**config.mk**
```make
export PLATFORM = sky130hd
export DESIGN_NAME = rgbem_cfg
export DESIGN_NICKNAME = d
export VERILOG_FILES = /design/src/design/rgb_edge_mask_3x3_defines.svh /design/src/design/rgbem_pkg.sv /design/src/design/rgbem_cfg.sv
export SDC_FILE = /design/constraint.sdc
export NUM_CORES = 1
export LEC_CHECK = 0
export ABC_AREA = 1
export BUFFER_PORTS_ARGS = -buffer_cell sky130_fd_sc_hd__buf_4
export CAP_MARGIN = 30
export CORE_MARGIN = 2
export CORE_UTILIZATION = 30
export CTS_BUF_LIST = sky130_fd_sc_hd__clkbuf_4 sky130_fd_sc_hd__clkbuf_8
export DETAILED_ROUTE_END_ITERATION = 6
export GPL_TIMING_DRIVEN = 1
export PLACE_DENSITY = 0.62
export SYNTH_ARGS = -nofsm -noshare
export SYNTH_HDL_FRONTEND = slang
export SYNTH_SLANG_ARGS = --single-unit
```
**constraint.sdc**
```tcl
create_clock -name clk -period 1.1 [get_ports clk]
set_clock_uncertainty 0.1 [all_clocks]
set_input_delay 0.11 -clock clk [delete_from_list [all_inputs] [get_ports clk]]
set_output_delay 0.11 -clock clk [all_outputs]
set_load 0.02 [all_outputs]
```
**src/design/rgb_edge_mask_3x3_defines.svh**
```systemverilog
// ----------------------------------------------------------------------------
// rgb_edge_mask_3x3 assertion macros
// Shared concurrent assertion forms for the edge mask block.
// ----------------------------------------------------------------------------
`ifndef RGB_EDGE_MASK_3X3_DEFINES_SVH
`define RGB_EDGE_MASK_3X3_DEFINES_SVH

// same-cycle implication
`define RGBEM_ASSERT_NOW(label, clk, rst, ante, cons) \
  label: assert property (@(posedge clk) disable iff (rst) (ante) |-> (cons)) \
    else $error("rgbem: same-cycle check failed");

// next-cycle implication
`define RGBEM_ASSERT_NEXT(label, clk, rst, ante, cons) \
  label: assert property (@(posedge clk) disable iff (rst) (ante) |=> (cons)) \
    else $error("rgbem: next-cycle check failed");

`endif

```
**src/design/rgbem_pkg.sv**
```systemverilog
// ----------------------------------------------------------------------------
// rgbem_pkg
// Types and constants shared by the rgb edge mask block.
// ----------------------------------------------------------------------------
`timescale 1ns / 1ps
`default_nettype none

package rgbem_pkg;

  localparam int MAX_WIDTH_DEF = 1024;
  localparam int MAX_HEIGHT    = 1024;
  localparam int MIN_DIM       = 3;
  localparam int ROW_W         = 10;  // row counter, 0 .. MAX_HEIGHT-1
  localparam int HGT_W         = 11;  // effective height, up to MAX_HEIGHT
  localparam int CFG_DIM_W     = 11;
  localparam int KIND_W        = 3;
  localparam int CH_W          = 8;
  localparam int PIX_W         = 3 * CH_W;
  localparam int APB_DW        = 32;
  localparam int APB_AW        = 4;

  localparam logic [CFG_DIM_W-1:0] WIDTH_RST  = 11'd640;
  localparam logic [CFG_DIM_W-1:0] HEIGHT_RST = 11'd480;

  typedef enum logic [1:0] {
    REG_WIDTH  = 2'd0,
    REG_HEIGHT = 2'd1,
    REG_MASK   = 2'd2
  } reg_idx_t;

  typedef enum logic [KIND_W-1:0] {
    MASK_LAPLACE4 = 3'd0,
    MASK_LAPLACE8 = 3'd1,
    MASK_VPREWITT = 3'd2,
    MASK_HPREWITT = 3'd3,
    MASK_PASS     = 3'd4
  } mask_kind_t;

  typedef logic [PIX_W-1:0] pix_t;
  // [row][col], row 0 is the oldest line, col 2 the newest pixel
  typedef logic [2:0][2:0][PIX_W-1:0] win_t;

  typedef struct packed {
    logic [CH_W-1:0] blue_in;
    logic [CH_W-1:0] green_in;
    logic [CH_W-1:0] red_in;
    logic            drain;
  } in_item_t;

  typedef struct packed {
    logic [CH_W-1:0] blue_out;
    logic [CH_W-1:0] green_out;
    logic [CH_W-1:0] red_out;
    logic            frame_end;
  } out_item_t;

  typedef struct packed {
    logic write;      // store pixel into the line memories
    logic shift;      // window takes a new column
    logic use_vc;     // new column comes from the drain read port
    logic vc_ok;      // drain column lies inside the frame
    logic emit;       // transaction produces a result
    logic interior;   // result pixel is off the border
    logic frame_end;  // result is the last pixel of the frame
  } ctrl_t;

endpackage

`default_nettype wire

```
**src/design/rgbem_cfg.sv**
```systemverilog
// ----------------------------------------------------------------------------
// rgbem_cfg
// APB register file: frame geometry and mask select, with clamped views.
// ----------------------------------------------------------------------------
`timescale 1ns / 1ps
`default_nettype none

module rgbem_cfg #(
  parameter int MAX_WIDTH = rgbem_pkg::MAX_WIDTH_DEF
) (
  input  wire logic                            clk,
  input  wire logic                            rst,
  input  wire logic                            psel,
  input  wire logic                            penable,
  input  wire logic                            pwrite,
  input  wire logic [rgbem_pkg::APB_AW-1:0]    paddr,
  input  wire logic [rgbem_pkg::APB_DW-1:0]    pwdata,
  output logic      [rgbem_pkg::APB_DW-1:0]    prdata,
  output logic                                 pready,
  output logic      [$clog2(MAX_WIDTH+2)-1:0]  eff_w,
  output logic      [rgbem_pkg::HGT_W-1:0]     eff_h,
  output logic      [rgbem_pkg::KIND_W-1:0]    kind,
  output logic                                 restart
);

  localparam int CW  = $clog2(MAX_WIDTH + 2);
  localparam int HW  = rgbem_pkg::HGT_W;
  localparam int DW  = rgbem_pkg::APB_DW;
  localparam int DIM = rgbem_pkg::CFG_DIM_W;
  localparam int KW  = rgbem_pkg::KIND_W;

  logic [DIM-1:0]             frame_width;
  logic [DIM-1:0]             frame_height;
  logic [KW-1:0]              mask_kind;
  logic                       wr;
  rgbem_pkg::reg_idx_t        idx;

  assign pready = 1'b1;
  assign wr     = psel && penable && pwrite;
  assign idx    = rgbem_pkg::reg_idx_t'(paddr[3:2]);

  always_ff @(posedge clk) begin
    if (rst) begin
      frame_width  <= rgbem_pkg::WIDTH_RST;
      frame_height <= rgbem_pkg::HEIGHT_RST;
      mask_kind    <= rgbem_pkg::MASK_LAPLACE4;
    end else if (wr) begin
      unique case (idx)
        rgbem_pkg::REG_WIDTH:  frame_width  <= pwdata[DIM-1:0];
        rgbem_pkg::REG_HEIGHT: frame_height <= pwdata[DIM-1:0];
        rgbem_pkg::REG_MASK:   mask_kind    <= pwdata[KW-1:0];
        default: ;
      endcase
    end
  end

  // geometry writes restart the frame
  assign restart = wr && ((idx == rgbem_pkg::REG_WIDTH) || (idx == rgbem_pkg::REG_HEIGHT));

  always_comb begin
    unique case (idx)
      rgbem_pkg::REG_WIDTH:  prdata = DW'(frame_width);
      rgbem_pkg::REG_HEIGHT: prdata = DW'(frame_height);
      rgbem_pkg::REG_MASK:   prdata = DW'(mask_kind);
      default:               prdata = '0;
    endcase
  end

  always_comb begin
    if (int'(frame_width) < rgbem_pkg::MIN_DIM) begin
      eff_w = CW'(rgbem_pkg::MIN_DIM);
    end else if (int'(frame_width) > MAX_WIDTH) begin
      eff_w = CW'(MAX_WIDTH);
    end else begin
      eff_w = CW'(frame_width);
    end
    if (int'(frame_height) < rgbem_pkg::MIN_DIM) begin
      eff_h = HW'(rgbem_pkg::MIN_DIM);
    end else if (int'(frame_height) > rgbem_pkg::MAX_HEIGHT) begin
      eff_h = HW'(rgbem_pkg::MAX_HEIGHT);
    end else begin
      eff_h = HW'(frame_height);
    end
  end

  assign kind = mask_kind;

endmodule

`default_nettype wire

```
After elaboration in Yosys (flattened, before gate mapping)
Index checks and enable logic that the tools add are counted.
{ "totals": {"mem_bits_rw": 0, "romBits": 0, "reg_bits": 25, "elab_cells": 22, "latch_bits": 0, "mem_count": 0, "out_inout_bits": 59} }
{ "op_classes": {"div_mod_pow": 0, "add_sub_neg": 0, "shifts": 0, "order_cmp": 4, "n_eq_ne": 2, "n_mux": 5, "mul": 0, "reduce_logical": 8, "bitwise": 0} }
{ "op_table": {"columns": ["cell", "count"], "rows": [
  ["two-way mux 11 bit", 4],
  ["one-hot mux 11 bit (3 select lines)", 1],
  ["greater-than comparator 11 bit (second input constant)", 2],
  ["less-than comparator 11 x 2 -> 1 bit (second input constant)", 2],
  ["AND reduction 2 bit", 3],
  ["logical AND 1 bit", 3],
  ["== test 2 x 1 -> 1 bit (second input constant)", 1],
  ["== test 2 bit (second input constant)", 1],
  ["logical NOT 2 bit", 1],
  ["logical OR 1 bit", 1]
]} }

Longest topological paths before layout
{ "depth": {"ltp_word": 3, "mapped_depth": 7, "depth_no_buf": 6} }

Worst setup path after synthesis
Ideal clock, no wire load.
{ "synth_path": {"path_type": "reg-to-output", "start": "register frame_width[0]", "end": "output eff_w[2]", "arrival_ns": 1.058, "n_path_buf": 0, "stages_incl_launch_ff": 6, "path_slack_ns": -0.168, "cell_sequence": "dfxtp_1 -> nor2_1 -> nand3_1 -> o21bai_1 -> inv_1 -> nor2_1"} }
{ "synth_between": {"elab_chain_cells": 3, "elab_cells_between_ends": 4, "classes_between": "2 x order compare; 2 x mux"} }
{ "synth_rtl": {"columns": ["item", "line_no", "text"], "rows": [
  ["from (decl)", "rgbem_cfg.sv:32", "logic [DIM-1:0] frame_width;"],
  ["from (signal assigned)", "rgbem_cfg.sv:44", "frame_width <= rgbem_pkg::WIDTH_RST;"],
  ["from (signal assigned)", "rgbem_cfg.sv:49", "rgbem_pkg::REG_WIDTH: frame_width <= pwdata[DIM-1:0];"],
  ["greater-than comparator 11 bit", "rgbem_cfg.sv:72", "end else if (int'(frame_width) > MAX_WIDTH) begin"],
  ["two-way mux 11 bit", "rgbem_cfg.sv:72", null],
  ["two-way mux 11 bit *", "rgbem_cfg.sv:70", "if (int'(frame_width) < rgbem_pkg::MIN_DIM) begin"],
  ["to (decl)", "rgbem_cfg.sv:20", "output logic [$clog2(MAX_WIDTH+2)-1:0] eff_w,"]
]} }
Mark *: on every way between the ends. The rest lies on a longest branch, timed or not.

Worst setup path in the final report
{ "layout_path": {"start": "register frame_height[6]", "end": "output eff_h[4] (netlist bit)"} }
{ "layout_between": {"elab_chain_cells": 3, "elab_cells_between_ends": 4, "classes_between": "2 x order compare; 2 x mux"} }
{ "layout_rtl": {"columns": ["item", "line_no", "text"], "rows": [
  ["from (decl)", "rgbem_cfg.sv:33", "logic [DIM-1:0] frame_height;"],
  ["from (signal assigned)", "rgbem_cfg.sv:45", "frame_height <= rgbem_pkg::HEIGHT_RST;"],
  ["from (signal assigned)", "rgbem_cfg.sv:50", "rgbem_pkg::REG_HEIGHT: frame_height <= pwdata[DIM-1:0];"],
  ["greater-than comparator 11 bit", "rgbem_cfg.sv:79", "end else if (int'(frame_height) > rgbem_pkg::MAX_HEIGHT) begin"],
  ["two-way mux 11 bit", "rgbem_cfg.sv:79", null],
  ["two-way mux 11 bit *", "rgbem_cfg.sv:77", "if (int'(frame_height) < rgbem_pkg::MIN_DIM) begin"],
  ["to (decl)", "rgbem_cfg.sv:21", "output logic [rgbem_pkg::HGT_W-1:0] eff_h,"]
]} }
Marked as above.

==> results.toml <==
[outcome]
outcome = "finished, violations left"
violations = "setup timing"

[timing]
whs_ns = 0.01405
setup_viol = 31
setup_tns_ns = -10.86
finalCritPeriodShare = 1.460
min_period_ns = 1.606
final-max-slew-violation-count = 0
setup_ws_ns = -0.5060
timing.fmax_mhz = 622.7
hold_viol = 0
grt_setup_unrepaired = "true"

[setup_path]
path_class = "reg -> out"
critical-path-slowest-cell = "dfxtp_1"
crit_path_end_kind = "output port"
cp.required_ns = 0.89
crit_path_max_incr_delay_ns = 0.32
cp_common_cell = "nor2_4"
crit_chain = "nor2_1 -> nand2_1 -> nor2_4 -> a21oi_4 -> buf_12 -> nor2_4 -> buf_6"
cp_max_fo = 7
startpoint_type = "flop"
reg2reg_depth = 5
crit_arrival_ns = 1.40

[grt]
grt_use_total = 0.1618
grt_pass1_wl_um = 6920
antenna_found_initial = 0
grt_max_degree = 26
first_global_vias = 1504
gr-total-overflow = 0

[synthesis]
synth-edff-count = 0
syn_area_mm2 = 0.001484
synth_compound_area_frac = 0.2293
synth.area.top_cells = "dfxtp_1 34%, buf_4 12%, nor2_1 8.9%"
synth_most_common_cell = "nor2_1"
async_flop_share = 0
synth-simple-area-share = 0.1880
seq_area_frac_synth = 0.3373
synth_xor_area_frac = 0
muxShareOfSynthArea = 0
synth_ff_type = "dfxtp_1"
ys_ff_latch = 25
yosysTopAreaCell = "dfxtp_1"
postSynthAreaPerCell_um2 = 6.967
synth_top_area_share = 0.3373
yosys_warnings = 0
synth_top_family_by_area = "buffers and inverters"
synth_common_cells = "35 x nor2_1, 31 x inv_1, 25 x dfxtp_1, 24 x buf_4, 18 x a21oi_1"
synthAdderAreaFrac = 0
synth_cell_types = 27
syn-instance-count = 213

[placed_design]
place.gp.congestion = 0.8377
dp_hpwl_um = 3418
place_inst = 354
place_ws_ns = -0.1979
io_buffer_count = 54

[drt]
via_per_inst = 4.407
drc = 0
dr.pass1.iters = 4
drtIter0Drc = 58
vias = 1635
wl_per_cell_um = 12.39
routed_wl_um = 4595
ant_nets = 0

[clock_tree]
cts_tree = "built"
clock-sinks = 25
clockBufferDepth = 2
htreeDepth = 1
clk_latency_ns = 0.27
path_clk_slew_ns = 0.09
cts_made_buffers = 3
cts-root-buf = "clkbuf_8"

[final_layout]
layout.cells.non_filler = 371
drive_above_1_share = 0.6250
fin_nets = 346
num_antenna_cells = 0
area_growth_pct = 86.09

[worst_hold_path]
worstHoldPathType = "in -> reg"
min_path_cells = 3

[floorplanning]
core_area_mm2 = 0.004755
std_cell_rows = 25
ios = 100
die_w_um = 74.33
die_h_um = 74.33
start_util = 0.3121
die_area_mm2 = 0.005525

[pwr]
vdd_ir_drop_max_mv = 0.4925
power.density_mw_per_mm2 = 750.2
p_leak_uw = 0.001238

[run]
maxCapViolCount = 0
layout by cell type (no fill, tap or decap):
cell           instances
conb_1                22
o21bai_4               1
inv_4                  8
inv_6                  4
nand2_4                1
clkinvlp_4             1
o211ai_2               4
dfxtp_1                6
a21oi_2                4
o21ai_0                4
nand2_1               14
nor3_1                 1
dlygate4sd3_1          5
o22ai_2                2
buf_4                 55
inv_1                 11
clkbuf_8               3
and2_4                 1
dfxtp_4                2
nor2_4                19
inv_2                 11
dfxtp_2               17
nand3_2                3
buf_12                 4
nor2_2                 4
a21oi_1               14
nor2_1                15
nand2_2                3
o221ai_2               1
nand3_1                3
o22ai_4                6
buf_6                 35
o21ai_1               15
a21oi_4                1
o211ai_1               4
cells by family after synthesis:
group / count (synthesis)
buffers and inverters: 66
AO/OA/AOI/OAI: 56
flip-flops: 25
AND/OR/NAND/NOR: 64
other: 2
path summary, 6_finish.rpt:
check / startpoint / to / slack, ns
setup / recovery: frame_height[6] / eff_h[4] / -0.51
hold / removal: pwdata[3] / frame_width[3] / 0.01
setup reg to reg: frame_height[4] / frame_height[4] / 0.06
hold reg to reg: frame_height[7] / frame_height[7] / 0.45
per-stage QoR:
step                total power [uW]  utilization  cell area (um^2)
floorplan                       1281            -              1685
global placement                1413       0.4676              2223
detailed placement              1417       0.4676              2223
CTS                             2040       0.5384              2560
global route                    2159       0.5808              2761
finish                          2072       0.5808              2761
flip-flops by register name, summed over array words and instances (netlist names):
signal,count
frame_height,11
frame_width,11
kind,3
power breakdown:
group          internal, uW  switching, uW
clock network           257            303
registers               923           15.1
logic                   250            323
total                  1430            642
critical path, delay by kind of cell, from the launching register on:
kind                   cells  cell delay (ns)
and+or+nand+nor            4             0.45
DFF                        1             0.32
buffers and inverters      2             0.27
AOI/OAI and AO/OA          1             0.07
what timing repair did:
| action | CTS | global route |
|---|---|---|
| gates resized for setup | 73 | 50 |
| pin swaps | 19 | 13 |
| setup buffers | 2 | 9 |
| hold buffers | 5 | 0 |
| endpoints found under the setup margin | 32 | 33 |
| hold endpoints to repair | 7 | 0 |
per-layer routing:
metal | vias to the layer above | wire length, um | global-route usage | share of wire
li1 | 833 | - | - | -
met5 | - | 0 | 0 | 0
met4 | 0 | 34 | 0.05159 | 0.0074
met3 | 2 | 155 | 0.02168 | 0.034
met1 | 754 | 2021 | 0.2084 | 0.44
met2 | 46 | 2385 | 0.2808 | 0.52
cell type report:
type	instances	area, um^2
multi-input cells	142	994.7
inverters	34	167.7
flip-flops and latches	25	529.3
clock inverters	1	7.507
repair buffers	99	937.1
fillers	435	1993
well taps	67	83.83
clock buffers	3	41.29
No activity file was read; power rests on OpenSTA's default activity.
