## src/design/rgb_edge_mask_3x3_defines.svh

```systemverilog
// ----------------------------------------------------------------------------
// rgb_edge_mask_3x3 assertion macros
// Shared concurrent assertion forms for the edge mask block.
// ----------------------------------------------------------------------------
`ifndef RGB_EDGE_MASK_3X3_DEFINES_SVH
`define RGB_EDGE_MASK_3X3_DEFINES_SVH

// same-cycle implication
`define RGBEM_ASSERT_NOW(label, clk, rst, ante, cons) \
  label: assert property (@(posedge clk) disable iff (rst) (ante) |-> (cons)) \
    else $error("rgbem: same-cycle check failed");

// next-cycle implication
`define RGBEM_ASSERT_NEXT(label, clk, rst, ante, cons) \
  label: assert property (@(posedge clk) disable iff (rst) (ante) |=> (cons)) \
    else $error("rgbem: next-cycle check failed");

`endif

```

## src/design/rgbem_pkg.sv

```systemverilog
// ----------------------------------------------------------------------------
// rgbem_pkg
// Types and constants shared by the rgb edge mask block.
// ----------------------------------------------------------------------------
`timescale 1ns / 1ps
`default_nettype none

package rgbem_pkg;

  localparam int MAX_WIDTH_DEF = 1024;
  localparam int MAX_HEIGHT    = 1024;
  localparam int MIN_DIM       = 3;
  localparam int ROW_W         = 10;  // row counter, 0 .. MAX_HEIGHT-1
  localparam int HGT_W         = 11;  // effective height, up to MAX_HEIGHT
  localparam int CFG_DIM_W     = 11;
  localparam int KIND_W        = 3;
  localparam int CH_W          = 8;
  localparam int PIX_W         = 3 * CH_W;
  localparam int APB_DW        = 32;
  localparam int APB_AW        = 4;

  localparam logic [CFG_DIM_W-1:0] WIDTH_RST  = 11'd640;
  localparam logic [CFG_DIM_W-1:0] HEIGHT_RST = 11'd480;

  typedef enum logic [1:0] {
    REG_WIDTH  = 2'd0,
    REG_HEIGHT = 2'd1,
    REG_MASK   = 2'd2
  } reg_idx_t;

  typedef enum logic [KIND_W-1:0] {
    MASK_LAPLACE4 = 3'd0,
    MASK_LAPLACE8 = 3'd1,
    MASK_VPREWITT = 3'd2,
    MASK_HPREWITT = 3'd3,
    MASK_PASS     = 3'd4
  } mask_kind_t;

  typedef logic [PIX_W-1:0] pix_t;
  // [row][col], row 0 is the oldest line, col 2 the newest pixel
  typedef logic [2:0][2:0][PIX_W-1:0] win_t;

  typedef struct packed {
    logic [CH_W-1:0] blue_in;
    logic [CH_W-1:0] green_in;
    logic [CH_W-1:0] red_in;
    logic            drain;
  } in_item_t;

  typedef struct packed {
    logic [CH_W-1:0] blue_out;
    logic [CH_W-1:0] green_out;
    logic [CH_W-1:0] red_out;
    logic            frame_end;
  } out_item_t;

  typedef struct packed {
    logic write;      // store pixel into the line memories
    logic shift;      // window takes a new column
    logic use_vc;     // new column comes from the drain read port
    logic vc_ok;      // drain column lies inside the frame
    logic emit;       // transaction produces a result
    logic interior;   // result pixel is off the border
    logic frame_end;  // result is the last pixel of the frame
  } ctrl_t;

endpackage

`default_nettype wire

```

## src/design/rgbem_mask.sv

```systemverilog
// ----------------------------------------------------------------------------
// rgbem_mask
// 3x3 mask sums per channel, wrapped to 8 bits, with border and passthrough.
// ----------------------------------------------------------------------------
`timescale 1ns / 1ps
`default_nettype none

module rgbem_mask (
  input  wire rgbem_pkg::win_t                win,
  input  wire logic [rgbem_pkg::KIND_W-1:0]   kind,
  input  wire logic                           interior,
  output rgbem_pkg::pix_t                     pix
);

  localparam int CH = rgbem_pkg::CH_W;

  logic [CH-1:0] v [3][3][3];
  logic [CH-1:0] sum [3];
  logic          pass;

  always_comb begin
    pass = 1'b0;
    case (kind)
      rgbem_pkg::MASK_LAPLACE4,
      rgbem_pkg::MASK_LAPLACE8,
      rgbem_pkg::MASK_VPREWITT,
      rgbem_pkg::MASK_HPREWITT: pass = 1'b0;
      default:                  pass = 1'b1;
    endcase
  end

  // all arithmetic is modulo 256, matching the low-byte truncation
  always_comb begin
    for (int ch = 0; ch < 3; ch++) begin
      for (int r = 0; r < 3; r++) begin
        for (int c = 0; c < 3; c++) begin
          v[ch][r][c] = win[r][c][CH*ch +: CH];
        end
      end
      case (kind)
        rgbem_pkg::MASK_LAPLACE4: begin
          sum[ch] = (v[ch][1][1] << 2) - v[ch][0][1] - v[ch][1][0]
                    - v[ch][1][2] - v[ch][2][1];
        end
        rgbem_pkg::MASK_LAPLACE8: begin
          sum[ch] = (v[ch][1][1] << 3) - v[ch][0][0] - v[ch][0][1] - v[ch][0][2]
                    - v[ch][1][0] - v[ch][1][2] - v[ch][2][0] - v[ch][2][1]
                    - v[ch][2][2];
        end
        rgbem_pkg::MASK_VPREWITT: begin
          sum[ch] = v[ch][2][0] + v[ch][2][1] + v[ch][2][2]
                    - v[ch][0][0] - v[ch][0][1] - v[ch][0][2];
        end
        rgbem_pkg::MASK_HPREWITT: begin
          sum[ch] = v[ch][0][2] + v[ch][1][2] + v[ch][2][2]
                    - v[ch][0][0] - v[ch][1][0] - v[ch][2][0];
        end
        default: sum[ch] = v[ch][1][1];
      endcase
      if (pass) begin
        pix[CH*ch +: CH] = v[ch][1][1];
      end else begin
        pix[CH*ch +: CH] = interior ? sum[ch] : '0;
      end
    end
  end

endmodule

`default_nettype wire
```

## config.mk

```make
export PLATFORM = sky130hd
export DESIGN_NAME = rgbem_mask
export DESIGN_NICKNAME = d
export VERILOG_FILES = /design/src/design/rgb_edge_mask_3x3_defines.svh /design/src/design/rgbem_pkg.sv /design/src/design/rgbem_mask.sv
export SDC_FILE = /design/constraint.sdc
export NUM_CORES = 1
export LEC_CHECK = 0
export BUFFER_PORTS_ARGS = -buffer_cell sky130_fd_sc_hd__clkbuf_2
export CAP_MARGIN = 20
export CORE_MARGIN = 1
export CORE_UTILIZATION = 54
export DETAILED_ROUTE_END_ITERATION = 10
export PLACE_DENSITY_LB_ADDON = 0.1
export RECOVER_POWER = 50
export REMOVE_ABC_BUFFERS = 1
export SLEW_MARGIN = 5
export SYNTH_ARGS = -nofsm -noshare
export SYNTH_HDL_FRONTEND = slang
export SYNTH_SLANG_ARGS = --single-unit
```

## constraint.sdc

```tcl
create_clock -name vclk -period 4.22
set_input_delay 0.211 -clock vclk [all_inputs]
set_output_delay 0.211 -clock vclk [all_outputs]
set_load 0.03 [all_outputs]
```

# Yosys cells after proc, flatten, opt, wreduce, memory -nomap -nowiden
# Cells that the tools add are included.
# classes
mux,9
reduce_logical,2
n_eq_ne,3
add_sub_neg,66
# op_table
operator,count
$sub A8 B8 Y8,54
$add A8 B8 Y8,12
$pmux W8 S4,3
$mux W8,6
$eq A3 B2 Y1 const B,2
$reduce_or A4 Y1,1
$eq A3 B1 Y1 const B,1
$logic_not A3 Y1,1
# word_totals
output_inout_bits,24
register_bits,0

# Logic depth before layout (Yosys ltp)
# Gate-level depths: netlist of run 1.
# logic_depth
depth_word,11
depth_mapped,17
mapped_depth_nobuf,17

# Least setup slack after synthesis of run 1
# No wires, ideal clock.
# synth_path
path_kind,in2out
startpoint,input win[10] (netlist name)
endpoint,output pix[15]
arrival_time_ps,4187
slack_ps,-178
cell_stages,16
cell_sequence,inv_1 -> fa_1 -> inv_1 -> fa_1 -> inv_1 -> fa_1 -> inv_1 -> fa_1 -> inv_1 -> ha_1 -> nand2_1 -> o21ai_0 -> a21oi_1 -> o31ai_1 -> a211oi_1 -> o21ai_0
# synth_between
elab_chain_len,11
elab_cells_between_ends,17
cone_classes,14 x add/sub; 3 x mux
# synth_lines
element,line_no,text
from (decl),rgbem_mask.sv:9,"input wire rgbem_pkg::win_t win,"
$sub A8 B8 Y8 (3 in series),rgbem_mask.sv:46,sum[ch] = (v[ch][1][1] << 3) - v[ch][0][0] - v[ch][0][1] - v[ch][0][2]
$sub A8 B8 Y8 (4 in series),rgbem_mask.sv:47,- v[ch][1][0] - v[ch][1][2] - v[ch][2][0] - v[ch][2][1]
$sub A8 B8 Y8,rgbem_mask.sv:48,- v[ch][2][2];
$pmux W8 S4 *,rgbem_mask.sv:40,case (kind)
$mux W8 *,rgbem_mask.sv:63,pix[CH*ch +: CH] = interior ? sum[ch] : '0;
$mux W8 *,rgbem_mask.sv:60,if (pass) begin
to (decl),rgbem_mask.sv:12,output rgbem_pkg::pix_t pix
# Mark *: on every way between the ends. The rest lies on a longest branch, timed or not.

# Worst setup path after layout of run 1
# layout_path
startpoint,input win[84] (netlist name)
endpoint,output pix[15]
# layout_between
elab_chain_len,8
elab_cells_between_ends,13
cone_classes,10 x add/sub; 3 x mux
# layout_lines
element,line_no
$sub A8 B8 Y8 (4 in series),rgbem_mask.sv:47
$sub A8 B8 Y8,rgbem_mask.sv:48
$pmux W8 S4 *,rgbem_mask.sv:40
$mux W8 *,rgbem_mask.sv:63
$mux W8 *,rgbem_mask.sv:60
# Marks and branches as above.

==> run metrics, run 1 <==
class of the worst hold path=input pin to output port; die area=0.02538 sq mm; max-cap violations=0; vias per inst=4.936; synth-to-layout area growth=28.03%; Setup TNS=-0.2928 ns; clkbuf count=0; Crit. End Element=output port; RSZ-0062 raised after global routing=true; fraction of layout cells with a size suffix above 1=0.3065; vias post-DR=10750; I/O Buffers=244; drt wl/cell=15.71 um; most frequent CP cell=fa_1; Leak Pwr=9.193 nW; vias in the first global route=12190; top cell type's share of synthesized area=0.4944; Slew headroom=0.5150; Peak Freq=226.6 MHz; CP peak stage delay=0.55 ns; number of remaining DRC errors=0; status=complete, but fails checks; max-slew violations=0; Finished Layout Cells=2177; Area contributors post-synth=fa_1 (49%), inv_1 (13%), ha_1 (12%), xnor2_1 (6.3%), xor2_1 (2.0%); Startpoint Class=input pin; RePlAce Congestion=0.8720; Total Routing Usage GR=0.2831; post-synth top area cell=fa_1; count of antenna-violating nets left after detailed routing=0; Initial Util=0.5494; Core Region=0.02432 sq mm; Critical Path AT=4.20 ns; Synth top cells by count=inv_1 (449), fa_1 (330), ha_1 (132); largest net degree at the start of global routing=20; register area=0 sq um; Max VDD drop=0.0004988 V; initial antenna violation count=0; Cells after DPL=2166; gr ovfl total=0; Setup CP Type=input pin to output port; Max FO, Critical Path=4; failing checks=setup timing; Top Ports=244; Pwr Density=609.2 mW/mm^2; Tmin final=4.412 ns; period utilization=1.046; diodes inserted=0; slowest library cell on the worst path=fa_1; register area share after synthesis=0; most common cell in the synthesized netlist=inv_1; Avg Inst Size Synth=9.558 sq um; Post-DP Area=0.01655 sq mm; Synth warnings=0; Synth cell types=50; Final WS setup=-0.1922 ns; die extent in x=159.3 um; Hold Buf Count CTS=0; Worst Max-Slew Pin Slew=0.7258 ns; nets=2537; total wire length=34.21 mm; Fin. Hold Viols=0; first-pass GRT wire length=57.43 mm; Syn Inst Count=1398; crit-path cells=clkbuf_2 > inv_2 > fa_1 > inv_2 > fa_1 > inv_1 > fa_1 > inv_1 > fa_1 > inv_2 > ha_4 > buf_4 > and4_1 > a21oi_2 > buf_4 > o31ai_1 > a211oi_2 > o21ai_1 > clkbuf_8; Die Y=159.3 um; sequential cells=0; Critical Path RT=4.01 ns; final setup fails=5; DRT Pass-1 Iters=5; HPWL after DPL=31.46 mm; Std-Cell Rows=57; mapped cell area=0.01336 sq mm; DR iter-0 viols=526; Final Instance Area=0.01711 sq mm; Pwr Total=10.42 mW
[critical path: cells and delay by family]
| kind | cells | cell delay, ns |
|---|---|---|
| simple gates | 1 | 0.20 |
| fa+ha+maj | 5 | 2.29 |
| buf+inv | 9 | 0.81 |
| compound gates | 4 | 0.69 |
[layer usage]
metal / up-vias / wire length [um] / track usage
li1: 5112 / - / -
met1: 5338 / 13460 / 0.3522
met2: 247 / 18800 / 0.5427
met3: 48 / 1249 / 0.02084
met4: 0 / 695 / 0.04633
met5: - / 0 / 0
[power by group]
part	total, mW	internal, mW	switching [mW]
clock network	0	0	0
logic	10.4	5.14	5.28
registers	0	0	0
total	10.4	5.14	5.28
[kinds of logic (layout without fill, tap and decap cells)]
group,after synthesis,in the layout,synth area share
AOI/OAI and AO/OA,196,196,0.09411
buffers and inverters,466,921,0.1312
and+or+nand+nor,118,118,0.04345
adders and majority gates,462,462,0.6180
muxes,19,19,0.01489
xor gates and xnor gates,137,137,0.09832
[cell type report]
| cell class | instances | area, sq um |
|---|---|---|
| inverters | 450 | 1694 |
| multi-input cells | 932 | 11910 |
| well taps | 324 | 405.4 |
| fillers | 1902 | 7213 |
| repair buffers | 471 | 3098 |
[cells in the final DEF, fill, tap and decap left out, types with 5 or more instances in the layout]
cell	n
inv_1	406
fa_1	327
buf_4	227
clkbuf_2	212
ha_1	120
xnor2_1	93
inv_2	41
a21oi_1	40
nor2_1	33
xor2_1	30
nand2_1	27
o21ai_0	27
a21o_1	23
buf_6	21
o22ai_1	14
nand2b_1	14
a22o_1	12
mux2i_1	12
nor2b_1	11
a211oi_1	10
o21ai_1	9
nor3_1	9
ha_4	9
mux2_2	7
a21oi_2	7
xnor2_2	7
o21bai_1	6
a31oi_1	5
xnor3_1	5
clkbuf_1	5
[through the flow]
stage	setup WS [ns]	util	hold WS [ns]
finish	-0.1922	0.7034	0.8384
global route	-0.4281	0.7034	0.8555
CTS	-0.1019	0.6929	0.8361
detailed placement	-0.3061	0.6806	0.8696
global placement	-0.2493	0.6806	0.8604
floorplan	-0.1762	-	0.6542
[worst paths after layout]
kind / depth (start not counted) / endpoint / slack [ns] / from
setup / recovery: 19 / pix[15] / -0.19 / win[84]
hold / removal: 4 / pix[21] / 0.84 / win[117]
[timing repair]
item                       4_1_cts  5_1_grt
pin swaps                       44       39
setup buffers                    8        8
setup endpoints to repair       15       15
gates resized for setup         73       95
Power figures use the tool's default switching activity.
==> run 2, diff against run 1 <==
Settings changed: CORE_ASPECT_RATIO from default to 0.6, RECOVER_POWER 50 to 25.
==> run metrics, run 2 (synthesis results as in run 1) <==
status=complete, but fails checks (unchanged); failing checks=setup timing (unchanged); Fin. Hold Viols=0 (unchanged); largest net degree at the start of global routing=21 (was 20); Std-Cell Rows=44 (was 57); RePlAce Congestion=0.9306 (was 0.8720); max-cap violations=0 (unchanged); Final Instance Area=0.01770 sq mm (was 0.01711 sq mm); HPWL after DPL=35.10 mm (was 31.46 mm); Startpoint Class=input pin (unchanged); I/O Buffers=244 (unchanged); synth-to-layout area growth=32.47% (was 28.03%); RSZ-0062 raised after global routing=true (unchanged); initial antenna violation count=0 (unchanged); total wire length=39.15 mm (was 34.21 mm); most common cell after layout, fill and taps aside=inv_1 (unchanged); Setup CP Type=input pin to output port (unchanged); vias post-DR=11020 (was 10750); count of antenna-violating nets left after detailed routing=0 (unchanged); Critical Path RT=4.01 ns (about the same); DR iter-0 viols=654 (was 526); Worst Max-Slew Pin Slew=0.7958 ns (was 0.7258 ns); Slew headroom=0.4682 (was 0.5150); DRT Pass-1 Iters=5 (unchanged); CP Capture Point=pix[12] (was pix[15]); Hold Buf Count CTS=0 (unchanged); period utilization=1.046 (about the same); max-slew violations=0 (unchanged); drt wl/cell=17.64 um (was 15.71 um); gr ovfl total=0 (unchanged); die area=0.02540 sq mm (was 0.02538 sq mm); Critical Path AT=4.20 ns (about the same); vias in the first global route=11780 (was 12190); vias per inst=4.968 (was 4.936); class of the worst hold path=input pin to output port (unchanged); register area=0 sq um (unchanged); final setup fails=11 (was 5); sequential cells=0 (unchanged); Tmin final=4.415 ns (was 4.412 ns); clkbuf count=0 (unchanged); Top Ports=244 (unchanged); Initial Util=0.5516 (was 0.5494); WL met2=16.25 mm (was 18.80 mm); Total Routing Usage GR=0.3243 (was 0.2831); met1 wire length=19.53 mm (was 13.46 mm); Max FO, Critical Path=3 (was 4); CP startpoint=win[34] (was win[84]); Crit. End Element=output port (unchanged); Setup TNS=-0.9545 ns (was -0.2928 ns); Detail Route met3 WL=2.974 mm (was 1.249 mm); fraction of layout cells with a size suffix above 1=0.3428 (was 0.3065); Final WS setup=-0.1951 ns (was -0.1922 ns); Core Region=0.02422 sq mm (was 0.02432 sq mm); die extent in x=205.1 um (was 159.3 um); nets=2580 (was 2537); first-pass GRT wire length=62.45 mm (was 57.43 mm); most frequent cells in the layout=inv_1 (398), fa_1 (322), buf_4 (264) (was inv_1 (406), fa_1 (327), buf_4 (227)); Post-DP Area=0.01691 sq mm (was 0.01655 sq mm); Peak Freq=226.5 MHz (was 226.6 MHz); number of remaining DRC errors=0 (unchanged); Top Metal Used=met4 (unchanged); Die Y=123.8 um (was 159.3 um)
## run 2: routing by layer
layer	global-route usage	vias up
met2	0.4732	405
met4	0.02222	0
met5	0	-
li1	-	5188
met3	0.04369	35
met1	0.5295	5395
## run 2: worst min path at each step
| stage | startpoint | endpoint | slack, ns | cells after the start |
|---|---|---|---|---|
| after CTS | win[118] | pix[22] | 0.82 | 4 |
| final | win[118] | pix[22] | 0.82 | 4 |
| after floorplan | interior | pix[14] | 0.65 | 2 |
| after global placement | win[118] | pix[22] | 0.85 | 4 |
| after detailed placement | win[118] | pix[22] | 0.85 | 4 |
| after global routing | win[118] | pix[22] | 0.84 | 4 |
## run 2: worst max-delay path, cell delays in order
cell and delay, ns:
buf_6 0.07, inv_2 0.03, fa_1 0.57, inv_2 0.05
fa_1 0.48, inv_1 0.05, fa_1 0.49, inv_2 0.04
fa_1 0.51, inv_2 0.05, ha_4 0.26, buf_6 0.12
o21a_1 0.11, o21a_1 0.22, nor2_2 0.18, buf_4 0.15
xnor2_2 0.10, nand2_1 0.09, nand2_2 0.11, a22o_1 0.16
buf_8 0.13
## run 2: area by class of cell
type	instances	area (sq um)
Multi-Input combinational cell	932	12060
Inverter	450	1702
Tap cell	322	402.9
Timing Repair Buffer	514	3531
Fill cell	1939	6523
Antenna cell	1	2.502
## run 2: per-stage QoR
step	setup WS, ns	instances	hold slack (ns)	utilization
2_1_floorplan	-0.1762	1382	0.6542	-
3_3_place_gp	-0.3234	2212	0.8516	0.6980
3_5_place_dp	-0.4273	2212	0.8473	0.6980
4_1_cts	-0.1722	2216	0.8232	0.7157
5_1_grt	-0.2614	2218	0.8437	0.7306
6_report	-0.1951	2219	0.8240	0.7307
## run 2: timing repair
action	4_1_cts	5_1_grt
gates resized for setup	107	134
hold endpoints to repair	0	0
buffers inserted	5	6
pin swaps	40	74
endpoints found under the setup margin	15	17
