**config.mk**
```make
export PLATFORM = sky130hd
export DESIGN_NAME = rgbem_ctrl
export DESIGN_NICKNAME = d
export VERILOG_FILES = /design/src/design/rgbem_pkg.sv /design/src/design/rgbem_ctrl.sv
export VERILOG_INCLUDE_DIRS = /design/src /design/src/design
export SDC_FILE = /design/constraint.sdc
export NUM_CORES = 1
export LEC_CHECK = 0
export BUFFER_PORTS_ARGS = -buffer_cell sky130_fd_sc_hd__buf_2
export CAP_MARGIN = 20
export CORE_MARGIN = 1.5
export CORE_UTILIZATION = 40
export CTS_CLUSTER_DIAMETER = 80
export CTS_CLUSTER_SIZE = 25
export DETAILED_ROUTE_END_ITERATION = 6
export PLACE_DENSITY = 0.69
export SLEW_MARGIN = 20
export SYNTH_ARGS = -nofsm -noshare
export SYNTH_HDL_FRONTEND = slang
export SYNTH_SLANG_ARGS = --single-unit
```
**constraint.sdc**
```tcl
create_clock -name clk -period 9.9 [get_ports clk]
set_input_delay 1.98 -clock clk [delete_from_list [all_inputs] [get_ports clk]]
set_output_delay 1.98 -clock clk [all_outputs]
set_load 0.01 [all_outputs]
```
**src/design/rgb_edge_mask_3x3_defines.svh**
```systemverilog
// ----------------------------------------------------------------------------
// rgb_edge_mask_3x3 assertion macros
// Shared concurrent assertion forms for the edge mask block.
// ----------------------------------------------------------------------------
`ifndef RGB_EDGE_MASK_3X3_DEFINES_SVH
`define RGB_EDGE_MASK_3X3_DEFINES_SVH

// same-cycle implication
`define RGBEM_ASSERT_NOW(label, clk, rst, ante, cons) \
  label: assert property (@(posedge clk) disable iff (rst) (ante) |-> (cons)) \
    else $error("rgbem: same-cycle check failed");

// next-cycle implication
`define RGBEM_ASSERT_NEXT(label, clk, rst, ante, cons) \
  label: assert property (@(posedge clk) disable iff (rst) (ante) |=> (cons)) \
    else $error("rgbem: next-cycle check failed");

`endif

```
**src/design/rgbem_pkg.sv**
```systemverilog
// ----------------------------------------------------------------------------
// rgbem_pkg
// Types and constants shared by the rgb edge mask block.
// ----------------------------------------------------------------------------
`timescale 1ns / 1ps
`default_nettype none

package rgbem_pkg;

  localparam int MAX_WIDTH_DEF = 1024;
  localparam int MAX_HEIGHT    = 1024;
  localparam int MIN_DIM       = 3;
  localparam int ROW_W         = 10;  // row counter, 0 .. MAX_HEIGHT-1
  localparam int HGT_W         = 11;  // effective height, up to MAX_HEIGHT
  localparam int CFG_DIM_W     = 11;
  localparam int KIND_W        = 3;
  localparam int CH_W          = 8;
  localparam int PIX_W         = 3 * CH_W;
  localparam int APB_DW        = 32;
  localparam int APB_AW        = 4;

  localparam logic [CFG_DIM_W-1:0] WIDTH_RST  = 11'd640;
  localparam logic [CFG_DIM_W-1:0] HEIGHT_RST = 11'd480;

  typedef enum logic [1:0] {
    REG_WIDTH  = 2'd0,
    REG_HEIGHT = 2'd1,
    REG_MASK   = 2'd2
  } reg_idx_t;

  typedef enum logic [KIND_W-1:0] {
    MASK_LAPLACE4 = 3'd0,
    MASK_LAPLACE8 = 3'd1,
    MASK_VPREWITT = 3'd2,
    MASK_HPREWITT = 3'd3,
    MASK_PASS     = 3'd4
  } mask_kind_t;

  typedef logic [PIX_W-1:0] pix_t;
  // [row][col], row 0 is the oldest line, col 2 the newest pixel
  typedef logic [2:0][2:0][PIX_W-1:0] win_t;

  typedef struct packed {
    logic [CH_W-1:0] blue_in;
    logic [CH_W-1:0] green_in;
    logic [CH_W-1:0] red_in;
    logic            drain;
  } in_item_t;

  typedef struct packed {
    logic [CH_W-1:0] blue_out;
    logic [CH_W-1:0] green_out;
    logic [CH_W-1:0] red_out;
    logic            frame_end;
  } out_item_t;

  typedef struct packed {
    logic write;      // store pixel into the line memories
    logic shift;      // window takes a new column
    logic use_vc;     // new column comes from the drain read port
    logic vc_ok;      // drain column lies inside the frame
    logic emit;       // transaction produces a result
    logic interior;   // result pixel is off the border
    logic frame_end;  // result is the last pixel of the frame
  } ctrl_t;

endpackage

`default_nettype wire

```
**src/design/rgbem_ctrl.sv**
```systemverilog
// ----------------------------------------------------------------------------
// rgbem_ctrl
// Input/output position counters, pending count and line memory addressing.
// ----------------------------------------------------------------------------
`timescale 1ns / 1ps
`default_nettype none

`include "rgb_edge_mask_3x3_defines.svh"

module rgbem_ctrl #(
  parameter int MAX_WIDTH = rgbem_pkg::MAX_WIDTH_DEF
) (
  input  wire logic                             clk,
  input  wire logic                             rst,
  input  wire logic                             go,
  input  wire logic                             drain,
  input  wire logic                             restart,
  input  wire logic [$clog2(MAX_WIDTH+2)-1:0]   eff_w,
  input  wire logic [rgbem_pkg::HGT_W-1:0]      eff_h,
  output rgbem_pkg::ctrl_t                      ctl,
  output logic      [$clog2(MAX_WIDTH)-1:0]     wr_addr,
  output logic      [$clog2(MAX_WIDTH)-1:0]     rd_addr_col,
  output logic      [$clog2(MAX_WIDTH)-1:0]     rd_addr_vc
);

  localparam int AW = $clog2(MAX_WIDTH);
  localparam int CW = $clog2(MAX_WIDTH + 2);
  localparam int RW = rgbem_pkg::ROW_W;
  localparam int HW = rgbem_pkg::HGT_W;

  logic [AW-1:0] in_col, in_col_next;
  logic [RW-1:0] in_row, in_row_next;
  logic [CW-1:0] pend, pend_next;
  logic [AW-1:0] out_col, out_col_next;
  logic [RW-1:0] out_row, out_row_next;

  logic          pos0;
  logic          drain_live;
  logic          pend_full;
  logic [CW-1:0] w_plus1;
  logic [CW-1:0] w_minus1;
  logic [HW-1:0] h_minus1;
  logic [CW-1:0] vc;
  logic [CW-1:0] vc_next;

  assign w_plus1  = eff_w + CW'(1);
  assign w_minus1 = eff_w - CW'(1);
  assign h_minus1 = eff_h - HW'(1);
  assign pos0       = (in_col == '0) && (in_row == '0);
  assign drain_live = pos0 && (pend != '0);
  // a pixel only yields a result once a line and one pixel are queued
  assign pend_full  = pend >= w_plus1;
  assign vc         = w_plus1 - pend;

  always_comb begin
    ctl.write     = go && !drain;
    ctl.shift     = go && (!drain || drain_live);
    ctl.use_vc    = drain;
    ctl.vc_ok     = vc < eff_w;
    ctl.emit      = go && (drain ? drain_live : pend_full);
    ctl.interior  = !drain && (in_row >= RW'(2)) && (in_col >= AW'(2));
    ctl.frame_end = (CW'(out_col) == w_minus1) && (HW'(out_row) == h_minus1);
  end

  always_comb begin
    in_col_next  = in_col;
    in_row_next  = in_row;
    pend_next    = pend;
    out_col_next = out_col;
    out_row_next = out_row;
    if (restart) begin
      in_col_next  = '0;
      in_row_next  = '0;
      pend_next    = '0;
      out_col_next = '0;
      out_row_next = '0;
    end else if (go) begin
      if (!drain) begin
        if (CW'(in_col) == w_minus1) begin
          in_col_next = '0;
          in_row_next = (HW'(in_row) == h_minus1) ? '0 : in_row + RW'(1);
        end else begin
          in_col_next = in_col + AW'(1);
        end
        if (!pend_full) begin
          pend_next = pend + CW'(1);
        end
      end else if (drain_live) begin
        pend_next = pend - CW'(1);
      end
      if (ctl.emit) begin
        if (CW'(out_col) == w_minus1) begin
          out_col_next = '0;
          out_row_next = (HW'(out_row) == h_minus1) ? '0 : out_row + RW'(1);
        end else begin
          out_col_next = out_col + AW'(1);
        end
      end
    end
  end

  always_ff @(posedge clk) begin
    if (rst) begin
      in_col  <= '0;
      in_row  <= '0;
      pend    <= '0;
      out_col <= '0;
      out_row <= '0;
    end else begin
      in_col  <= in_col_next;
      in_row  <= in_row_next;
      pend    <= pend_next;
      out_col <= out_col_next;
      out_row <= out_row_next;
    end
  end

  // read addresses follow the next state so data is ready with the next transaction
  assign vc_next     = w_plus1 - pend_next;
  assign wr_addr     = in_col;
  assign rd_addr_col = in_col_next;
  assign rd_addr_vc  = (vc_next < eff_w) ? AW'(vc_next) : '0;

  `RGBEM_ASSERT_NOW(a_pend_bound, clk, rst, 1'b1, pend <= w_plus1)
  `RGBEM_ASSERT_NEXT(a_frame_wrap, clk, rst, ctl.emit && ctl.frame_end && !restart,
                     (out_col == '0) && (out_row == '0))
  `RGBEM_ASSERT_NEXT(a_pixel_pend, clk, rst, go && !drain && !restart, pend != '0)
  `RGBEM_ASSERT_NEXT(a_drain_holds_pos, clk, rst, go && drain && pos0 && !restart,
                     (in_col == '0) && (in_row == '0))

endmodule

`default_nettype wire

```
# --- Yosys cells after proc, flatten, opt, wreduce, memory -nomap -nowiden ---
# Cells that the tools add are included.
totals:
  reg_bits: 51
  input_bits: 27
  wordCells: 57
op_classes:
  mux: 14
  n_lt_le_gt_ge: 5
  n_bitwise: 1
  eq_ne: 4
  n_addsub: 11
  n_reduce_logical: 17
op_table:
  columns: ["cell", "count"]
  rows:
  - ["$mux W10", 8]
  - ["$mux W11", 5]
  - ["$eq A10 B11 Y1", 4]
  - ["$add A10 B1 Y10 const B", 4]
  - ["$sub A11 B1 Y11 const B", 3]
  - ["$add A11 B1 Y11 const B", 2]
  - ["$lt A11 B11 Y1", 2]
  - ["$sub A11 B11 Y11", 2]
  - ["$ge A10 B2 Y1 const B", 2]
  - ["$logic_not A10 Y1", 2]
  - ["$ge A11 B11 Y1", 1]
  - ["$reduce_bool A11 Y1", 1]
  - ["$logic_and A1 B1 Y1", 8]
  - ["$reduce_and A3 Y1", 2]
  - ["$reduce_and A2 Y1", 1]
  - ["$reduce_or A2 Y1", 1]
  - ["$logic_not A1 Y1", 1]
  - ["$logic_or A1 B1 Y1", 1]
  - ["$mux W1", 1]
  - ["$not A1 Y1", 1]

# --- Longest topological paths before layout ---
# Gate-level depths: netlist of the first run.
logic_depth:
  depth_word: 10
  mapped_depth: 30

# --- Least setup slack after synthesis of the first run ---
# No wires, ideal clock.
synth_path:
  path_type: "input-to-output"
  startpoint: "input port eff_w[6]"
  endpoint: "output port rd_addr_vc[2]"
  stages: 29
  path_buffers: 2
  arrival_time_ps: 7664
  path_slack_ps: 256
  path_cell_list: "clkbuf_1 inv_1 nor3_1 and3_1 xnor2_1 ha_1 clkbuf_1 nand4_1 a211oi_1 a2111oi_2 nor2_1 o21ai_0 nor2_1 xnor2_1 or2_2 ha_1 nor2b_1 o21ai_0 nand2b_1 a21o_1 a21o_1 a31oi_1 o21ai_0 xnor2_1 ha_1 or3_1 o21ai_0 a21oi_1 nor3_1"
synth_via:
  elab_chain_len: 9
synth_lines:
  columns: ["element", "line_no", "text"]
  rows:
  - ["start: declaration", "rgbem_ctrl.sv:18", "input wire logic [$clog2(MAX_WIDTH+2)-1:0] eff_w,"]
  - ["$add A11 B1 Y11", "rgbem_ctrl.sv:46", "assign w_plus1 = eff_w + CW'(1);"]
  - ["$ge A11 B11 Y1", "rgbem_ctrl.sv:52", "assign pend_full = pend >= w_plus1;"]
  - ["$mux W11", "rgbem_ctrl.sv:85", "if (!pend_full) begin"]
  - ["$mux W11", "rgbem_ctrl.sv:78", "if (!drain) begin"]
  - ["$mux W11", "rgbem_ctrl.sv:77", "end else if (go) begin"]
  - ["$mux W11", "rgbem_ctrl.sv:71", "if (restart) begin"]
  - ["$sub A11 B11 Y11", "rgbem_ctrl.sv:119", "assign vc_next = w_plus1 - pend_next;"]
  - ["$lt A11 B11 Y1", "rgbem_ctrl.sv:122", "assign rd_addr_vc = (vc_next < eff_w) ? AW'(vc_next) : '0;"]
  - ["$mux W10 (*)", "rgbem_ctrl.sv:122", null]
  - ["end: declaration", "rgbem_ctrl.sv:23", "output logic [$clog2(MAX_WIDTH)-1:0] rd_addr_vc"]
# Every way passes the cells marked *; elsewhere a longest branch is shown, timed or not.

# --- Worst setup path after layout of the first run ---
layout_path:
  startpoint: "input port eff_w[1]"
  endpoint: "output port rd_addr_vc[2]"
layout_via:
  elab_chain_len: 9
layout_lines:
  columns: ["element", "line_no", "text"]
  rows:
  - ["$add A11 B1 Y11 (*)", "rgbem_ctrl.sv:46", null]
  - ["$ge A11 B11 Y1 (*)", "rgbem_ctrl.sv:52", null]
  - ["$mux W11 (*)", "rgbem_ctrl.sv:85", null]
  - ["$mux W11 (*)", "rgbem_ctrl.sv:78", null]
  - ["$mux W11 (*)", "rgbem_ctrl.sv:77", null]
  - ["$mux W11 (*)", "rgbem_ctrl.sv:71", null]
  - ["net pend_next[1]", "rgbem_ctrl.sv:33", "logic [CW-1:0] pend, pend_next;"]
  - ["$sub A11 B11 Y11 (*)", "rgbem_ctrl.sv:119", null]
  - ["$lt A11 B11 Y1", "rgbem_ctrl.sv:122", null]
  - ["$mux W10 (*)", "rgbem_ctrl.sv:122", null]
# Mark *: on every way through the listed nets, which the timed path passes. The rest lies on a longest branch.

==> impl_metrics.ini, run 1 <==
[timing]
worstMarginPinSlew_ns = 0.676
drv_slew = 0
fin_crit_ns = 9.51
timing.fmax_mhz = 105
slew-limit-headroom_pct = 54.6
finalCritPeriodShare_pct = 96.1
setup_viol = 0
final.setup_skew_ns = 0.0108
fin_ws_ns = 0.390
hold_viol_final = 0

[cells_and_area]
final_layout_size_suffix_gt1_share_pct = 18.0
nFillCells = 1347
num_antenna_cells = 0
layout_commonest_cell = nor2_1
multi_input_area_sq_um = 4320
layout.cells.non_filler = 958
final_cell_mix = nor2_1, xnor2_1, buf_2
syn_to_final_growth_pct = 14.9
nets = 867
fin_util_pct = 47.6
regArea_sq_um = 1020

[pwr]
clkPwrFrac_pct = 28.0
peakVddDrop_uv = 73.7
switching_share_pct = 34.9
total_power_uw = 641
combPwrFrac_pct = 39.3
intPower_uw = 417
power_leakage_uw = 0.00251
power.switching_uw = 224
p_seq_share_pct = 32.7
powerDensity_nw_per_um2 = 100

[detailed_routing]
via_count = 5221
vias_per_cell = 5.45
dr.pass1.iters = 5
routed_wl_mm = 14.8
drc = 0
ant_nets = 0
wl_per_cell_microns = 15.4
initialDrtViolationCount = 403

[die]
row_count = 42
core_area_sq_um = 13400
die_x_microns = 121
die_h_microns = 121
start_util_pct = 41.4
die_area_sq_um = 14600
io_pins = 64

[setup_path]
slowest_stage = ha_2
path_max_fanout = 6
r2r_end = out_row[5]
crit_type = input pin to output pin
endpoint_kind = output pin
arrival_ns = 7.53
cp.required_ns = 7.92
cpPeakStageDelay_ns = 0.40
r2r.worst_path.cells = 11
reg2reg_slack_ns = 6.81
cp-start-kind = input pin
r2r_start = pend[2]

[synth]
syn_area_per_cell_sq_um = 7.74
syn_area_sq_um = 5550
ys_seq_elements = 51
synth_seq_area_share_pct = 18.4
synth_edf_count = 0
ys_types = 71
synthFlopType = dfxtp_1
ys_warn_count = 0
synthesis.nets = 803
postSynthCellCount = 717
async_flop_share_pct = 0

[hold_path]
min_to = out_row[9]
min_from = out_row[9]
hold_depth = 2
min_path_type = flop to flop

[global_routing]
grt_antenna_before_repair = 0
grt_max_degree = 19
grt_pass1_vias = 4865
grt-ovfl-total = 0
grt_usage_pct = 20.4
grt_first_pass_wirelength_mm = 24.1

[clock_tree]
cts_tree = done
path_clk_slew_ns = 0.07
htree_levels = 2
clockBufferDepth = 2
cts-root-buf = clkbuf_16
worstSkewPairLatency_ns = 0.30
hold_buffers = 0
cts-buffers-inserted = 5
cts_sinks = 51

[placement]
gp_congestion = 0.968
placed_cells = 945
place_ws_ns = 0.0457
dp_hpwl_mm = 11.9
portBuffers = 63

[job]
cap_violations = 0

[status]
status = completed
==> worst max-delay path, delay by kind of cell <==
family	cells	cell delay (ns)
AND/OR/NAND/NOR	9	1.62
AO/OA/AOI/OAI	11	2.10
buffers and inverters	5	0.75
XOR/XNOR	1	0.10
adder cells (fa/ha/maj)	3	1.00
==> how the worst max path moves through the flow <==
stage	start	endpoint	slack (ns)	cells past startpoint
2_1_floorplan	eff_w[6]	rd_addr_vc[2]	0.26	29
3_3_place_gp	eff_w[1]	rd_addr_vc[2]	0.19	31
3_5_place_dp	eff_w[1]	rd_addr_vc[2]	0.05	31
4_1_cts	eff_w[1]	rd_addr_vc[2]	0.02	31
5_1_grt	eff_w[1]	rd_addr_vc[2]	-0.06	29
6_report	eff_w[1]	rd_addr_vc[2]	0.39	29
==> layer usage <==
metal  wire, microns  track usage [%]  share of wire [%]  vias to the layer above
li1                -                -                  -                     2649
met1            6930             28.2                 47                     2413
met2            6820             34.1                 46                      144
met3             775             2.55                5.3                       15
met4             229             4.41                1.6                        0
met5               0                0                  0                        -
==> cells by family after synthesis <==
family	count (synthesis)	synth area share (%)
AO/OA/AOI/OAI	122	14.4
XOR/XNOR	109	17.9
adder cells (fa/ha/maj)	59	13.6
buffers and inverters	78	5.95
flip-flops	51	18.4
multiplexers	7	1.29
AND/OR/NAND/NOR	291	28.5
==> state kept, by name, indices dropped and copies added (netlist names) <==
name	cells
wr_addr	10
out_col	10
out_row	10
pend	11
in_row	10
==> power groups by stage <==
stage | Clock, uW | Combinational, uW | Sequential (uW)
3_5_place_dp | 0 | 240 | 214
4_1_cts | 186 | 242 | 209
2_1_floorplan | 0 | 169 | 214
3_3_place_gp | 0 | 239 | 214
6_report | 180 | 252 | 209
5_1_grt | 191 | 282 | 210
==> cells in the mapped netlist (all sizes together), types with 2 or more instances <==
cell type / instances / area (sq um)
fa: 2 / 40.0
nand2b: 5 / 31.3
xnor2: 72 / 631
nand3b: 2 / 15.0
o21ai: 35 / 183
nor3b: 4 / 35.0
nand3: 25 / 143
clkbuf: 15 / 56.3
nor4: 15 / 128
and3: 10 / 62.6
dfxtp: 51 / 1020
nor2: 77 / 289
inv: 54 / 203
or2: 13 / 81.3
ha: 57 / 713
nor2b: 13 / 81.3
o2111ai: 2 / 17.5
o31ai: 2 / 15.0
a311o: 2 / 20.0
a21boi: 3 / 22.5
nor4b: 2 / 32.5
or4: 6 / 48.8
nand4: 23 / 144
a211oi: 4 / 35.0
a2111oi: 4 / 47.6
and2: 4 / 25.0
xnor3: 3 / 67.6
nand2: 44 / 168
a31oi: 8 / 50.1
o41ai: 2 / 25.0
o21a: 6 / 45.0
or4b: 2 / 20.0
xor2: 34 / 298
a21o: 7 / 52.6
o22ai: 4 / 25.0
buf: 9 / 71.3
nor3: 28 / 156
mux2i: 6 / 60.1
or3: 15 / 93.8
a21oi: 33 / 165
o311ai: 2 / 17.5
o21bai: 2 / 26.3
o211ai: 4 / 30.0
==> area by class of cell <==
cell class                      instances  share of cell area [%]
Multi-Input combinational cell        588                    67.8
Sequential cell                        51                    16.0
Timing Repair Buffer                   81                    7.14
Tap cell                              176                    3.45
Inverter                               54                    3.24
Clock buffer                            7                    2.24
Clock inverter                          1                   0.137
==> repair_timing <==
item,4_1_cts,5_1_grt
endpoints found under the hold margin,0,0
setup endpoints to repair,0,10
setup buffers,0,5
gates resized for setup,0,29
==> stage by stage <==
step	hold slack (ns)	setup TNS, ns	instance area (sq um)
2_1_floorplan	0.470	0	5550
3_3_place_gp	0.485	0	6050
3_5_place_dp	0.500	0	6050
4_1_cts	0.511	0	6210
5_1_grt	0.562	-0.152	6380
6_report	0.502	0	6380
No activity file was read; power rests on OpenSTA's default activity.
==> run 2, diff against run 1 <==
--- a/config.mk
+++ b/config.mk
@@ -14,6 +14,7 @@
 export CTS_CLUSTER_SIZE = 25
 export DETAILED_ROUTE_END_ITERATION = 6
 export PLACE_DENSITY = 0.69
+export REMOVE_ABC_BUFFERS = 1
 export SLEW_MARGIN = 20
 export SYNTH_ARGS = -nofsm -noshare
 export SYNTH_HDL_FRONTEND = slang
==> run 2 against run 1 <==
Combinational power up 3%. Sequential power about the same. Power up 2.3%. Final cell count up 0.31%. Worst hold slack better by 0.0039 ns. Wire length up 1.1%. Clock power up 3%. Clock skew about the same. Sequential share of layout area down 0.075 points. Count of clock-buffer cells in the layout down 1. Register-to-register slack worse by 0.06 ns. Critical endpoint unchanged. Largest power group unchanged.
==> impl_metrics.ini, run 2 (same netlist as run 1, synthesis figures left out) <==
[detailed_routing]
drc = 0
wl_per_cell_microns = 15.5
via_count = 5233
initialDrtViolationCount = 326
ant_nets = 0
vias_per_cell = 5.45
routed_wl_mm = 14.9
dr.pass1.iters = 4

[cells_and_area]
final_layout_size_suffix_gt1_share_pct = 18.5
layout.cells.non_filler = 961
num_antenna_cells = 0
syn_to_final_growth_pct = 15.5
multi_input_area_sq_um = 4320
top_register = pend
nFillCells = 1362
nets = 870
final_cell_mix = nor2_1, xnor2_1, buf_2
regArea_sq_um = 1020
layout_commonest_cell = nor2_1
largest_reg_flops = 11

[timing]
fin_ws_ns = 0.353
worstMarginPinSlew_ns = 0.643
setup_viol = 0
final.setup_skew_ns = 0.0111
fin_crit_ns = 9.55
slew-limit-headroom_pct = 56.8
timing.fmax_mhz = 105
finalCritPeriodShare_pct = 96.4
hold_viol_final = 0
drv_slew = 0

[setup_path]
reg2reg_slack_ns = 6.75
arrival_ns = 7.57
r2r_end = out_row[6]
r2r.worst_path.cells = 11
path_max_fanout = 10
cp.required_ns = 7.92
r2r_start = pend[2]
crit_type = input pin to output pin
cpPeakStageDelay_ns = 0.40
cp-start-kind = input pin
endpoint_kind = output pin
slowest_stage = a2111oi_2

[job]
cap_violations = 0

[die]
die_x_microns = 121
start_util_pct = 41.4
die_h_microns = 121
row_count = 42
die_area_sq_um = 14600
io_pins = 64
core_area_sq_um = 13400

[hold_path]
min_from = out_row[9]
min_path_type = flop to flop
hold_depth = 2
min_to = out_row[9]

[pwr]
powerDensity_nw_per_um2 = 102
peakVddDrop_uv = 64.1
power_leakage_uw = 0.00254

[placement]
gp_congestion = 0.945
placed_cells = 949
dp_hpwl_mm = 12.0
place_ws_ns = -0.198
portBuffers = 63

[clock_tree]
htree_levels = 2
cts_sinks = 51
path_clk_slew_ns = 0.07
cts_tree = done
clockBufferDepth = 2
cts-root-buf = clkbuf_16
cts-buffers-inserted = 5
worstSkewPairLatency_ns = 0.30

[status]
status = completed

[global_routing]
grt-ovfl-total = 0
grt_first_pass_wirelength_mm = 24.0
grt_max_degree = 19
grt_pass1_vias = 4900
grt_antenna_before_repair = 0
grt_usage_pct = 20.3
[run 2: cell count changes in the layout (fill, tap and decap cells not counted), moves of 2 or more]
cell    before  now
ha_1        53   55
ha_2         2    0
inv_1       51   53
nor3_2       3    5
[run 2: area by class of cell]
class / instances / area share [%]
inverters: 54 / 3.16
clock buffers: 6 / 2.17
flip-flops and latches: 51 / 15.9
multi-input cells: 588 / 67.4
well taps: 176 / 3.44
clock inverters: 2 / 0.215
repair buffers: 84 / 7.67
[run 2: layer usage]
metal | part of all wire (%) | GRT usage (%) | vias up
li1 | - | - | 2644
met1 | 46 | 27.3 | 2429
met2 | 47 | 34.5 | 141
met3 | 4.6 | 2.22 | 19
met4 | 1.9 | 5.37 | 0
met5 | 0 | 0 | -
[run 2: repair_timing]
item	4_1_cts	5_1_grt
pin swaps	0	10
resized for setup	2	28
setup buffers	0	4
hold buffers	0	0
setup endpoints to repair	10	10
[run 2: worst max path at each step]
stage,slack (ns),start,depth (start not counted),end
6_report,0.35,eff_w[2],31,rd_addr_vc[2]
5_1_grt,-0.06,eff_w[2],31,rd_addr_vc[2]
4_1_cts,0.05,eff_w[2],30,rd_addr_vc[6]
3_5_place_dp,-0.20,eff_w[2],30,rd_addr_vc[2]
3_3_place_gp,-0.12,eff_w[2],30,rd_addr_vc[2]
2_1_floorplan,0.51,eff_w[0],28,rd_addr_vc[2]
[run 2: power by group]
part	internal [uW]	switching [uW]
registers	207	2.82
logic	114	147
clock network	101	84.0
total	422	233
[run 2: critical path: cells and delay by family]
kind | cells | cell delay, ns
and+or+nand+nor | 10 | 1.69
adders and majority gates | 3 | 0.88
xor gates and xnor gates | 3 | 0.48
buffers and inverters | 5 | 0.81
AOI/OAI and AO/OA | 10 | 1.71
[run 2: through the flow]
stage | setup TNS [ns] | util, % | hold WS (ns) | cell area, sq um | power [uW]
floorplan | 0 | - | 0.470 | 5420 | 374
global placement | -0.502 | 45.4 | 0.486 | 6080 | 449
finish | 0 | 47.8 | 0.506 | 6410 | 655
global route | -0.212 | 47.8 | 0.535 | 6410 | 696
CTS | 0 | 46.6 | 0.514 | 6250 | 638
detailed placement | -1.29 | 45.4 | 0.507 | 6080 | 451
==> run 3, diff against run 2 <==
--- a/config.mk
+++ b/config.mk
@@ -7,13 +7,15 @@
 export NUM_CORES = 1
 export LEC_CHECK = 0
 export BUFFER_PORTS_ARGS = -buffer_cell sky130_fd_sc_hd__buf_2
-export CAP_MARGIN = 20
+export CAP_MARGIN = 15
+export CELL_PAD_IN_SITES_DETAIL_PLACEMENT = 1
+export CELL_PAD_IN_SITES_GLOBAL_PLACEMENT = 1
 export CORE_MARGIN = 1.5
 export CORE_UTILIZATION = 40
 export CTS_CLUSTER_DIAMETER = 80
 export CTS_CLUSTER_SIZE = 25
 export DETAILED_ROUTE_END_ITERATION = 6
-export PLACE_DENSITY = 0.69
+export PLACE_DENSITY = 0.86
 export REMOVE_ABC_BUFFERS = 1
 export SLEW_MARGIN = 20
 export SYNTH_ARGS = -nofsm -noshare
==> run 3 against run 2 <==
Register-to-register slack got worse by 0.07 ns. Non-clock buffer count down 1. Fmax fell by 1.1%. Power rose by 0.44%. Sequential power is essentially flat. Via count rose by 2.4%. Combinational power about the same. Wire length up 14%. Clock skew is 0.0020 ns lower. Utilization decreased by 0.32 points. Flip-flop and latch count stayed put. Clock power is 3% higher. Critical endpoint unchanged. Largest power group unchanged. Highest routed layer unchanged.
==> impl_metrics.ini, run 3 (same netlist as run 1, synthesis figures left out) <==
[status]
status = completed

[clock_tree]
cts_tree = done
htree_levels = 2
path_clk_slew_ns = 0.07
cts-buffers-inserted = 5
cts_setup_buffers = 0
cts_sinks = 51
hold_buffers = 0
clockBufferDepth = 2
worstSkewPairLatency_ns = 0.30
cts-root-buf = clkbuf_16

[pwr]
peakVddDrop_uv = 60.8
intPower_uw = 422
combPwrFrac_pct = 39.3
p_seq_share_pct = 31.8
power_leakage_uw = 0.00252
powerDensity_nw_per_um2 = 103
clkPwrFrac_pct = 28.8
power.switching_uw = 236
switching_share_pct = 35.8

[timing]
worstMarginPinSlew_ns = 0.692
timing.fmax_mhz = 104
final.setup_skew_ns = 0.00912
setup_viol = 0
finalCritPeriodShare_pct = 97.5
fin_setup_tns_ns = 0
drv_slew = 0
hold_viol_final = 0
fin_ws_ns = 0.244
slew-limit-headroom_pct = 53.3
fin_crit_ns = 9.66

[setup_path]
crit_type = input pin to output pin
crit_buf_inv = 3
arrival_ns = 7.68
path_max_fanout = 10
cpPeakStageDelay_ns = 0.40
slowest_stage = ha_2
endpoint_kind = output pin
cp.required_ns = 7.92
cp_top_family = simple AND/OR/NAND/NOR gates
cp-start-kind = input pin

[detailed_routing]
wl_per_cell_microns = 17.7
via_count = 5359
dr.pass1.iters = 4
vias_per_cell = 5.58
routed_wl_mm = 17.0
initialDrtViolationCount = 335
ant_nets = 0
drc = 0

[job]
cap_violations = 0

[global_routing]
grt-ovfl-total = 0
grt_usage_pct = 23.6
grt_antenna_before_repair = 1
grt_pass1_vias = 5352
grt_max_degree = 19
grt_first_pass_wirelength_mm = 27.6

[cells_and_area]
layout_commonest_cell = nor2_1
syn_to_final_growth_pct = 14.7
final_layout_size_suffix_gt1_share_pct = 18.0
num_antenna_cells = 0
layout.cells.non_filler = 960
fin_util_pct = 47.5
final_cell_mix = nor2_1, xnor2_1, buf_2
nFillCells = 1712
top_register = pend
postLayoutCellArea_sq_um = 6370
nets = 869
largest_reg_flops = 11

[die]
io_pins = 64
die_h_microns = 121
start_util_pct = 41.4
core_area_sq_um = 13400
row_count = 42
die_area_sq_um = 14600
die_x_microns = 121

[hold_path]
min_path_type = flop to flop

[placement]
place_ws_ns = -0.148
placed_cells = 952
place_area_sq_um = 6110
gp_congestion = 0.879
dp_hpwl_mm = 13.5
portBuffers = 63
run 3: cell types whose count changed in the layout (fill, tap and decap cells not counted), sizes merged:
cell / previous run / this run
clkinvlp: 0 / 1
clkinv: 1 / 0
inv: 55 / 54
run 3: power groups by stage:
stage          sequential (uW)  combinational [uW]  clock, uW
6_report                   209                 259        190
5_1_grt                    210                 287        203
4_1_cts                    209                 248        193
3_5_place_dp               214                 245          0
3_3_place_gp               214                 238          0
2_1_floorplan              214                 160          0
run 3: worst paths after layout:
kind	slack [ns]	cells past startpoint	to	start
min reg2reg	0.51	2	out_row[9]	out_row[9]
min	0.51	2	out_row[9]	out_row[9]
max	0.24	29	rd_addr_vc[2]	eff_w[0]
max reg2reg	6.68	11	out_row[4]	pend[2]
run 3: what timing repair did:
action / in CTS / in global routing
endpoints found under the setup margin: 10 / 10
gates resized for setup: 1 / 21
pin swaps: 0 / 6
cloned: 0 / 0
run 3: metal layers:
metal | vias to the layer above | routed length (microns) | GRT usage, %
met5 | - | 0 | 0
met4 | 0 | 338 | 6.32
met3 | 21 | 684 | 2.69
met2 | 107 | 7970 | 39.3
met1 | 2586 | 8010 | 32.2
li1 | 2645 | - | -
run 3: layout make-up:
class                           instances  area (sq um)  area share (%)
Multi-Input combinational cell        588          4300            67.5
Sequential cell                        51          1020            16.0
Timing Repair Buffer                   83           465            7.31
Tap cell                              176           220            3.46
Inverter                               54           203            3.18
Clock buffer                            7           153            2.40
Clock inverter                          1          7.51           0.118
run 3: tightest hold or removal path: cells and delay by family (launching register included):
kind | cells | cell delay [ns]
AO/OA/AOI/OAI | 2 | 0.14
flip-flops | 1 | 0.33
run 3: per-stage QoR:
step / hold slack [ns] / power, uW
floorplan: 0.470 / 374
global placement: 0.490 / 452
detailed placement: 0.503 / 459
CTS: 0.515 / 650
global route: 0.543 / 701
finish: 0.511 / 658
